**src/hw/rtl/ssp_pkg.sv**
```systemverilog
package ssp_pkg;

   localparam int PORT_W  = 16;
   localparam int ANGLE_W = 24;
   localparam int OFF_W   = 17;
   localparam int CSR_W   = 17;
   localparam int IDX_W   = 3;
   localparam int QUOT_W  = 22;

   localparam int TICK_RATE_HZ_DEF = 1000;

   localparam logic [PORT_W-1:0]  DEG180_Q8      = 16'd46080;
   localparam logic [ANGLE_W-1:0] DEG180_Q16     = 24'd11796480;
   localparam logic [ANGLE_W-1:0] DEG1_Q16       = 24'd65536;
   localparam logic [ANGLE_W-1:0] ANGLE_MAX      = 24'hFFFFFF;
   localparam logic [PORT_W-1:0]  START_ANGLE_RST = 16'd23040;
   localparam logic [PORT_W-1:0]  DUTY_MAX_RST   = 16'hFFFF;

   // 180 deg in Q8.16 is 45 * 2^18; divide by 45 as (q * RECIP45) >> RECIP45_SHIFT
   localparam int                 RECIP45_SHIFT = 28;
   localparam logic [22:0]        RECIP45       = 23'd5965233;

   typedef enum logic [1:0] {
      FUNC_JUMP = 2'd0,
      FUNC_RAMP = 2'd1,
      FUNC_TICK = 2'd2
   } func_type;

   typedef enum logic [IDX_W-1:0] {
      CSR_OFFSET_ANGLE  = 3'd0,
      CSR_INVERT_ENABLE = 3'd1,
      CSR_DUTY_MIN      = 3'd2,
      CSR_DUTY_MAX      = 3'd3,
      CSR_START_ANGLE   = 3'd4
   } csr_idx_type;

   typedef struct packed {
      logic signed [OFF_W-1:0] offset_angle;
      logic                    invert_enable;
      logic [PORT_W-1:0]       duty_min;
      logic [PORT_W-1:0]       duty_max;
   } cfg_type;

   typedef struct packed {
      logic [ANGLE_W-1:0] angle;
      logic               moving;
   } pos_type;

   typedef struct packed {
      logic [PORT_W-1:0] angle_now;
      logic              ramp_active;
   } track_type;

endpackage

```
**src/hw/rtl/ssp_if.sv**
```systemverilog
interface ssp_req_if;
   logic        valid;
   logic        ready;
   logic [1:0]  func;
   logic [15:0] angle_in;
   logic [15:0] speed;

   modport source (output valid, output func, output angle_in, output speed, input ready);
   modport sink   (input valid, input func, input angle_in, input speed, output ready);
endinterface

interface ssp_rsp_if;
   logic        valid;
   logic        ready;
   logic [15:0] duty;
   logic [15:0] angle_now;
   logic        ramp_active;

   modport source (output valid, output duty, output angle_now, output ramp_active,
                   input ready);
   modport sink   (input valid, input duty, input angle_now, input ramp_active,
                   output ready);
endinterface

interface ssp_csr_if;
   logic        valid;
   logic        ready;
   logic [2:0]  index;
   logic [16:0] data;

   modport source (output valid, output index, output data, input ready);
   modport sink   (input valid, input index, input data, output ready);
endinterface

```
**src/hw/rtl/servo_slew_position_generator_top.sv**
```systemverilog
// Throughput: one request per cycle unless the response side stalls; the command and angle
// update is registered in the state stage, and the duty mapping (clamp, multiply,
// divide-by-45 multiply, offset add) is a 4-stage pipe behind it.
// Reset: synchronous; clears the pipeline, sets the angle to 90 degrees, stops any ramp
// and loads register defaults (duty max 65535, others zero).
module servo_slew_position_generator_top #(
   parameter int TICK_RATE_HZ = ssp_pkg::TICK_RATE_HZ_DEF
) (
   input logic     clock,
   input logic     reset,
   ssp_req_if.sink   req_chan,
   ssp_rsp_if.source rsp_chan,
   ssp_csr_if.sink   csr_chan
);
   import ssp_pkg::*;

   cfg_type cfg;
   pos_type pos;
   logic    pos_valid;
   logic    pos_ready;

   ssp_csr u_csr (
      .clock    (clock),
      .reset    (reset),
      .csr_chan (csr_chan),
      .cfg      (cfg)
   );

   ssp_state #(
      .TICK_RATE_HZ (TICK_RATE_HZ)
   ) u_state (
      .clock     (clock),
      .reset     (reset),
      .req_chan  (req_chan),
      .pos_valid (pos_valid),
      .pos_ready (pos_ready),
      .pos       (pos)
   );

   ssp_map u_map (
      .clock     (clock),
      .reset     (reset),
      .cfg       (cfg),
      .pos_valid (pos_valid),
      .pos_ready (pos_ready),
      .pos       (pos),
      .rsp_chan  (rsp_chan)
   );

endmodule

```
**src/hw/rtl/ssp_csr.sv**
```systemverilog
module ssp_csr (
   input  logic             clock,
   input  logic             reset,
   ssp_csr_if.sink          csr_chan,
   output ssp_pkg::cfg_type cfg
);
   import ssp_pkg::*;

   cfg_type cfg_ff;
   cfg_type cfg_in;

   assign csr_chan.ready = 1'b1;
   assign cfg            = cfg_ff;

   always_comb begin
      cfg_in = cfg_ff;
      if (csr_chan.valid) begin
         case (csr_chan.index)
            CSR_OFFSET_ANGLE:  cfg_in.offset_angle  = $signed(csr_chan.data[OFF_W-1:0]);
            CSR_INVERT_ENABLE: cfg_in.invert_enable = csr_chan.data[0];
            CSR_DUTY_MIN:      cfg_in.duty_min      = csr_chan.data[PORT_W-1:0];
            CSR_DUTY_MAX:      cfg_in.duty_max      = csr_chan.data[PORT_W-1:0];
            // start angle only matters at reset, where it is its reset value
            CSR_START_ANGLE:   cfg_in = cfg_ff;
            default:           cfg_in = cfg_ff;
         endcase
      end
   end

   always_ff @(posedge clock) begin
      if (reset) begin
         cfg_ff.offset_angle  <= '0;
         cfg_ff.invert_enable <= 1'b0;
         cfg_ff.duty_min      <= '0;
         cfg_ff.duty_max      <= DUTY_MAX_RST;
      end else begin
         cfg_ff <= cfg_in;
      end
   end

endmodule

```
**src/hw/rtl/ssp_state.sv**
```systemverilog
module ssp_state #(
   parameter int TICK_RATE_HZ = ssp_pkg::TICK_RATE_HZ_DEF
) (
   input  logic             clock,
   input  logic             reset,
   ssp_req_if.sink          req_chan,
   output logic             pos_valid,
   input  logic             pos_ready,
   output ssp_pkg::pos_type pos
);
   import ssp_pkg::*;

   // step = (speed << 8) / TICK_RATE_HZ via reciprocal, exact for dividends below 2^24
   localparam int          DivShift = ANGLE_W + $clog2(TICK_RATE_HZ);
   localparam logic [63:0] DivMult  =
      ((64'd1 << DivShift) + 64'(TICK_RATE_HZ) - 64'd1) / 64'(TICK_RATE_HZ);
   localparam int          MultW    = ANGLE_W + 1;
   localparam int          ProdW    = PORT_W + MultW + $clog2(TICK_RATE_HZ);

   logic [ANGLE_W-1:0] angle_ff, angle_in;
   logic [ANGLE_W-1:0] target_ff, target_in;
   logic [ANGLE_W-1:0] step_ff, step_in;
   logic               moving_ff, moving_in;
   logic               s1_valid_ff, s1_valid_in;
   pos_type            s1_ff, s1_in;

   logic               en1;
   logic               accept;
   logic [PORT_W-1:0]  tgt_q8;
   logic [ProdW-1:0]   step_prod;
   logic [ANGLE_W-1:0] diff;
   logic [ANGLE_W:0]   sum;

   assign en1            = !s1_valid_ff || pos_ready;
   assign req_chan.ready = en1;
   assign accept         = req_chan.valid && en1;
   assign pos_valid      = s1_valid_ff;
   assign pos            = s1_ff;

   assign tgt_q8    = (req_chan.angle_in > DEG180_Q8) ? DEG180_Q8 : req_chan.angle_in;
   assign step_prod = ProdW'(req_chan.speed) * ProdW'(DivMult[MultW-1:0]);
   assign diff      = (angle_ff > target_ff) ? angle_ff - target_ff : target_ff - angle_ff;
   assign sum       = {1'b0, angle_ff} + {1'b0, step_ff};

   always_comb begin
      angle_in  = angle_ff;
      target_in = target_ff;
      step_in   = step_ff;
      moving_in = moving_ff;
      case (req_chan.func)
         FUNC_JUMP: begin
            angle_in  = {req_chan.angle_in, 8'd0};
            moving_in = 1'b0;
         end
         FUNC_RAMP: begin
            target_in = {tgt_q8, 8'd0};
            step_in   = step_prod[DivShift-8 +: ANGLE_W];
            moving_in = 1'b1;
         end
         FUNC_TICK: begin
            if (moving_ff) begin
               if (diff <= DEG1_Q16) begin
                  moving_in = 1'b0;
               end else if (target_ff < angle_ff) begin
                  angle_in = (angle_ff > step_ff) ? angle_ff - step_ff : '0;
               end else begin
                  angle_in = sum[ANGLE_W] ? ANGLE_MAX : sum[ANGLE_W-1:0];
               end
            end
         end
         default: begin
            angle_in = angle_ff;
         end
      endcase
      s1_valid_in  = req_chan.valid;
      s1_in.angle  = angle_in;
      s1_in.moving = moving_in;
   end

   always_ff @(posedge clock) begin
      if (reset) begin
         angle_ff    <= {START_ANGLE_RST, 8'd0};
         target_ff   <= '0;
         step_ff     <= '0;
         moving_ff   <= 1'b0;
         s1_valid_ff <= 1'b0;
      end else begin
         if (accept) begin
            angle_ff  <= angle_in;
            target_ff <= target_in;
            step_ff   <= step_in;
            moving_ff <= moving_in;
         end
         if (en1) begin
            s1_valid_ff <= s1_valid_in;
         end
      end
   end

   always_ff @(posedge clock) begin
      if (en1) begin
         s1_ff <= s1_in;
      end
   end

endmodule

```
**src/hw/rtl/ssp_map.sv**
```systemverilog
module ssp_map (
   input  logic             clock,
   input  logic             reset,
   input  ssp_pkg::cfg_type cfg,
   input  logic             pos_valid,
   output logic             pos_ready,
   input  ssp_pkg::pos_type pos,
   ssp_rsp_if.source        rsp_chan
);
   import ssp_pkg::*;

   localparam int AdjW = ANGLE_W + 3;

   logic en2, en3, en4, en5;
   logic v2_ff, v3_ff, v4_ff, v5_ff;

   logic [ANGLE_W-1:0] a2_ff, a2_in;
   track_type          t2_ff, t3_ff, t4_ff;
   logic [QUOT_W-1:0]  q3_ff, q3_in;
   logic               neg3_ff, neg4_ff;
   logic [PORT_W-1:0]  quot4_ff, quot4_in;
   logic [PORT_W-1:0]  duty5_ff, duty5_in;
   track_type          t5_ff;

   logic signed [AdjW-1:0]   adj;
   logic signed [AdjW-1:0]   adj_inv;
   logic signed [PORT_W:0]   span;
   logic [PORT_W-1:0]        span_mag;
   logic [ANGLE_W+PORT_W-1:0] prod3;
   logic [QUOT_W+22:0]       prod4;
   track_type                t_new;

   assign en5       = !v5_ff || rsp_chan.ready;
   assign en4       = !v4_ff || en5;
   assign en3       = !v3_ff || en4;
   assign en2       = !v2_ff || en3;
   assign pos_ready = en2;

   assign t_new.angle_now   = pos.angle[ANGLE_W-1:8];
   assign t_new.ramp_active = pos.moving;

   // adjust, mirror, clamp to 0..180 degrees
   always_comb begin
      adj     = $signed({3'd0, pos.angle}) - $signed({{2{cfg.offset_angle[OFF_W-1]}},
                                                      cfg.offset_angle, 8'd0});
      adj_inv = cfg.invert_enable ? $signed({3'd0, DEG180_Q16}) - adj : adj;
      if (adj_inv < 0) begin
         a2_in = '0;
      end else if (adj_inv > $signed({3'd0, DEG180_Q16})) begin
         a2_in = DEG180_Q16;
      end else begin
         a2_in = adj_inv[ANGLE_W-1:0];
      end
   end

   // |a * span| >> 18, sign kept aside
   assign span     = $signed({1'b0, cfg.duty_max}) - $signed({1'b0, cfg.duty_min});
   assign span_mag = span[PORT_W] ? PORT_W'(-span) : span[PORT_W-1:0];
   assign prod3    = (ANGLE_W+PORT_W)'(a2_ff) * (ANGLE_W+PORT_W)'(span_mag);
   assign q3_in    = prod3[ANGLE_W+PORT_W-1:18];

   // divide by 45
   assign prod4    = (QUOT_W+23)'(q3_ff) * (QUOT_W+23)'(RECIP45);
   assign quot4_in = prod4[RECIP45_SHIFT +: PORT_W];

   assign duty5_in = neg4_ff ? cfg.duty_min - quot4_ff : cfg.duty_min + quot4_ff;

   always_ff @(posedge clock) begin
      if (reset) begin
         v2_ff <= 1'b0;
         v3_ff <= 1'b0;
         v4_ff <= 1'b0;
         v5_ff <= 1'b0;
      end else begin
         if (en2) v2_ff <= pos_valid;
         if (en3) v3_ff <= v2_ff;
         if (en4) v4_ff <= v3_ff;
         if (en5) v5_ff <= v4_ff;
      end
   end

   always_ff @(posedge clock) begin
      if (en2) begin
         a2_ff <= a2_in;
         t2_ff <= t_new;
      end
      if (en3) begin
         q3_ff   <= q3_in;
         neg3_ff <= span[PORT_W];
         t3_ff   <= t2_ff;
      end
      if (en4) begin
         quot4_ff <= quot4_in;
         neg4_ff  <= neg3_ff;
         t4_ff    <= t3_ff;
      end
      if (en5) begin
         duty5_ff <= duty5_in;
         t5_ff    <= t4_ff;
      end
   end

   assign rsp_chan.valid       = v5_ff;
   assign rsp_chan.duty        = duty5_ff;
   assign rsp_chan.angle_now   = t5_ff.angle_now;
   assign rsp_chan.ramp_active = t5_ff.ramp_active;

endmodule

```
**src/flat_wrapper.sv**
```systemverilog
// flat-port wrapper written by rule: the top's interface ports become plain ports
module servo_slew_position_generator_top_flat import ssp_pkg::*;
#(
   parameter int TICK_RATE_HZ = ssp_pkg::TICK_RATE_HZ_DEF
)
  (clock, reset, req_chan_valid, req_chan_func, req_chan_angle_in, req_chan_speed, req_chan_ready, rsp_chan_valid, rsp_chan_duty, rsp_chan_angle_now, rsp_chan_ramp_active, rsp_chan_ready, csr_chan_valid, csr_chan_index, csr_chan_data, csr_chan_ready);
  ssp_req_if req_chan_i ();
  ssp_rsp_if rsp_chan_i ();
  ssp_csr_if csr_chan_i ();
  input logic clock;
  input logic reset;
  input wire logic [$bits(req_chan_i.valid)-1:0] req_chan_valid;
  input wire logic [$bits(req_chan_i.func)-1:0] req_chan_func;
  input wire logic [$bits(req_chan_i.angle_in)-1:0] req_chan_angle_in;
  input wire logic [$bits(req_chan_i.speed)-1:0] req_chan_speed;
  output wire logic [$bits(req_chan_i.ready)-1:0] req_chan_ready;
  output wire logic [$bits(rsp_chan_i.valid)-1:0] rsp_chan_valid;
  output wire logic [$bits(rsp_chan_i.duty)-1:0] rsp_chan_duty;
  output wire logic [$bits(rsp_chan_i.angle_now)-1:0] rsp_chan_angle_now;
  output wire logic [$bits(rsp_chan_i.ramp_active)-1:0] rsp_chan_ramp_active;
  input wire logic [$bits(rsp_chan_i.ready)-1:0] rsp_chan_ready;
  input wire logic [$bits(csr_chan_i.valid)-1:0] csr_chan_valid;
  input wire logic [$bits(csr_chan_i.index)-1:0] csr_chan_index;
  input wire logic [$bits(csr_chan_i.data)-1:0] csr_chan_data;
  output wire logic [$bits(csr_chan_i.ready)-1:0] csr_chan_ready;
  assign req_chan_i.valid = req_chan_valid;
  assign req_chan_i.func = req_chan_func;
  assign req_chan_i.angle_in = req_chan_angle_in;
  assign req_chan_i.speed = req_chan_speed;
  assign req_chan_ready = req_chan_i.ready;
  assign rsp_chan_valid = rsp_chan_i.valid;
  assign rsp_chan_duty = rsp_chan_i.duty;
  assign rsp_chan_angle_now = rsp_chan_i.angle_now;
  assign rsp_chan_ramp_active = rsp_chan_i.ramp_active;
  assign rsp_chan_i.ready = rsp_chan_ready;
  assign csr_chan_i.valid = csr_chan_valid;
  assign csr_chan_i.index = csr_chan_index;
  assign csr_chan_i.data = csr_chan_data;
  assign csr_chan_ready = csr_chan_i.ready;
  servo_slew_position_generator_top #(.TICK_RATE_HZ(TICK_RATE_HZ)) u_core (.clock(clock), .reset(reset), .req_chan(req_chan_i), .rsp_chan(rsp_chan_i), .csr_chan(csr_chan_i));
endmodule
```
**config.mk**
```make
export PLATFORM = sky130hd
export DESIGN_NAME = servo_slew_position_generator_top_flat
export DESIGN_NICKNAME = d
export VERILOG_FILES = /design/src/hw/rtl/ssp_pkg.sv /design/src/hw/rtl/ssp_if.sv /design/src/hw/rtl/servo_slew_position_generator_top.sv /design/src/hw/rtl/ssp_csr.sv /design/src/hw/rtl/ssp_state.sv /design/src/hw/rtl/ssp_map.sv /design/src/flat_wrapper.sv
export SDC_FILE = /design/constraint.sdc
export NUM_CORES = 2
export LEC_CHECK = 0
export BUFFER_PORTS_ARGS = -buffer_cell sky130_fd_sc_hd__buf_2
export CELL_PAD_IN_SITES_DETAIL_PLACEMENT = 0
export CELL_PAD_IN_SITES_GLOBAL_PLACEMENT = 2
export CORE_MARGIN = 2
export CORE_UTILIZATION = 45
export CTS_CLUSTER_DIAMETER = 50
export DETAILED_ROUTE_END_ITERATION = 6
export PLACE_DENSITY_LB_ADDON = 0.1
export SETUP_SLACK_MARGIN = 0.05
export SYNTH_ARGS = -nofsm -noshare
export SYNTH_HDL_FRONTEND = slang
export SYNTH_SLANG_ARGS = --single-unit
```
**constraint.sdc**
```tcl
create_clock -name clock -period 23.8 [get_ports clock]
set_input_delay 3.57 -clock clock [delete_from_list [all_inputs] [get_ports clock]]
set_output_delay 3.57 -clock clock [all_outputs]
set_load 0.02 [all_outputs]
```
==> results.md <==
- RSZ-0062 raised after global routing: false
- Mapped Nets: around 5,600
- Reg2Reg Depth: 33
- Clock transition at path regs: around 0.060 ns
- Drt total wl: 113.5 mm
- CP Capture Type: register
- Routed vias/inst: about 5.4
- Fin worst setup slack: roughly 14 ns
- Root Buffer: clkbuf_16
- Boundary Pins: 95
- Row Count: 110
- Antenna viol nets, final: 0
- Nets: 5,630
- Final hold vios: 0
- Register area share after synthesis: a little under a fifth
- Hold Crit Class: reg2reg
- Register bit count reported by yosys: 284
- Syn Std Cell Area: between 40,000 and 50,000 um2
- Top sig layer: met5
- Syn avg cell area: just over 9 um2
- Setup bufs post-CTS: 0
- Area growth, synth to finish: 8.160%
- # hold bufs at CTS: 0
- CTS H-tree lvls: 2
- CTS Buffer Depth: 3
- Ys async rst share: 0%
- Initial DRC count: roughly 1,700
- Run status: finished clean
- Final Max Slew Viols: 0
- Total gr overflow: 0
- # placed instances: ~5,600
- Initial antenna violation count: 3
- Met2 wire len: between 50 and 60 mm
- CP max-delay cell: or4b_2
- Clk sink count: approximately 280
- Synth area leaders: fa_1 26%, ha_1 17%, edfxtp_1 13%, inv_1 8.4%, dfxtp_1 5.4%
- Fmax: a little under 100 MHz
- Final-layout worst hold slack: approximately 0.42 ns
- Ys flop type: edfxtp_1
- GRT Total Usage: 24.79%
- CP startpoint kind: register
- Hpwl dp: 92.29 mm
- Initial core utilization: a little under half
- Num CTS Buffers: between 40 and 50
- Synth top cells by count: 913 x inv_1, 557 x ha_1, 535 x fa_1
- CP Class: reg2reg
- Setup total negative slack: 0 ns
- Worst slew pin tran: approximately 1.1 ns
- Synth warn: 0
- Synth cell types: between 90 and 100
- IO Port Bufs: 93
- Die width: roughly 310 um
- First-pass GRT wire length: approximately 180 mm
- Max-capacitance violation count: 0
- M1 WL: around 50 mm
- Slowest stage delay, CP: 0.72 ns
- Fillers: a little under 9,000
- Post-cts repair resize count: 0
- Final period util: 42.76%
- CP Max Fanout: 24
- Total die area: approximately 93,000 um2
- Die Y: 305.1 um
- Setup violators final: 0
- Vias in the first global route: approximately 32,000
- Met3 wire length: around 4.3 mm
- Tmin final: 10.18 ns
- WHS Path Cells: 0
- Vias: just over 30,000
- DRT Pass-1 Iters: 5
- Total core area: between 80,000 and 90,000 um2
- Area leader, netlist: fa_1
- Count leader, synth: inv_1
- Gate count of the mapped netlist: about 4,400
- Largest net degree at the start of global routing: between 60 and 70
- Synth top area share: a little over a quarter
- Remaining DRCs: 0
- Crit path required time: approximately 24 ns
- TritonCTS clock tree: done
- CP most frequent cell: fa_1
- Routability cong.: about 0.89
- Layout cell share with drive strength beyond 1: approximately 6%
- Post-synth EDFFs: between 150 and 200
- Crit path DAT: ~10 ns
- Clk_skew: 0.01682 ns
- Post-DR wirelength/cell: approximately 20 um
- Worst skew pair latency: around 0.57 ns
- Headroom to the max-slew limit: 23.97%
- Setup slack after placement: between 10 and 15 ns
- Non-Filler Instances: 5,690
-- path summary, 6_finish.rpt --
path / slack (ns) / start / endpoint
worst min register to register: 0.42 / u_core.u_map.t3_ff[14] / u_core.u_map.t4_ff[14]
worst max-delay path: 13.62 / u_core.u_csr.cfg[17] / u_core.u_map.q3_ff[18]
worst max register to register: 13.62 / u_core.u_csr.cfg[17] / u_core.u_map.q3_ff[18]
worst min-delay path: 0.42 / u_core.u_map.t3_ff[14] / u_core.u_map.t4_ff[14]
-- logic make-up (layout without fill, tap and decap cells) --
group / count (synthesis) / after routing / share of synthesized area [%]
and+or+nand+nor: 1107 / 1107 / 12.90
adders and majority gates: 1092 / 1092 / 43.34
buffers and inverters: 1056 / 1132 / 9.767
AOI/OAI and AO/OA: 752 / 752 / 12.64
DFF: 284 / 284 / 18.18
xor gates and xnor gates: 132 / 132 / 2.834
muxes: 13 / 13 / 0.3282
other: 1 / 2 / 0.009194
-- cells in the final DEF, fill, tap and decap left out, types with 13 or more instances in the layout --
cell type  instances
inv_1            912
ha_1             557
fa_1             535
nand2_1          463
a21oi_1          223
nor2_1           177
edfxtp_1         173
dfxtp_1          111
o21ai_0          103
and2_1           102
buf_2             92
xnor2_1           81
nand3_1           74
nor3_1            57
a21o_1            52
buf_4             46
clkbuf_16         45
and3_1            43
nand2b_1          42
xor2_1            38
o21a_1            30
a211oi_1          26
a311oi_1          26
nand4_1           23
o21bai_1          23
a31oi_1           21
o211ai_1          21
nor2b_1           21
or3_1             20
a22o_1            19
or4_1             15
o221ai_1          15
nor4_1            15
o31ai_1           14
o22ai_1           14
a22oi_1           13
-- critical path, delay by kind of cell (launching register included) --
kind	cells	cell delay, ns
fa+ha+maj	8	3.48
compound gates	15	3.34
simple gates	4	1.97
buf+inv	4	0.42
flops	1	0.40
xor+xnor	2	0.29
-- per-layer routing --
layer | vias to the layer above | global-route usage (%)
met5 | - | 0
met3 | 124 | 2.378
li1 | 14750 | -
met4 | 2 | 5.538
met1 | 15190 | 32.93
met2 | 590 | 43.68
-- final cells by class --
class / count / area (um2) / share of cell area [%]
well taps: 1176 / 1471 / 3.335
flip-flops and latches: 284 / 7417 / 16.81
inverters: 915 / 3435 / 7.785
repair buffers: 138 / 805.8 / 1.826
clock buffers: 52 / 1172 / 2.657
diodes: 1 / 2.502 / 0.005672
multi-input cells: 3097 / 29570 / 67.03
clock inverters: 27 / 242.7 / 0.5502
-- flip-flops by register name (all words and copies together) (netlist names), 15 cells and up --
name                             cells
u_core.u_state.target_ff            16
u_core.u_state.step_ff              15
u_core.u_map.t3_ff                  17
u_core.u_map.rsp_chan.duty          16
u_core.u_map.q3_ff                  22
u_core.u_map.quot4_ff               16
u_core.u_map.a2_ff                  24
u_core.u_map.t4_ff                  17
u_core.u_csr.cfg                    50
u_core.u_map.rsp_chan.angle_now     16
u_core.u_state.angle_ff             24
u_core.u_state.pos                  25
u_core.u_map.t2_ff                  17
-- through the flow --
step                utilization (%)  instance area (um2)
global route                  49.08                44110
global placement              47.51                42700
finish                        49.09                44120
floorplan                         -                40790
CTS                           49.08                44110
detailed placement            47.51                42700
Power is left out: the tool's default activity adds up to more than one toggle a clock period on the data nets, which glitch-free logic cannot reach.
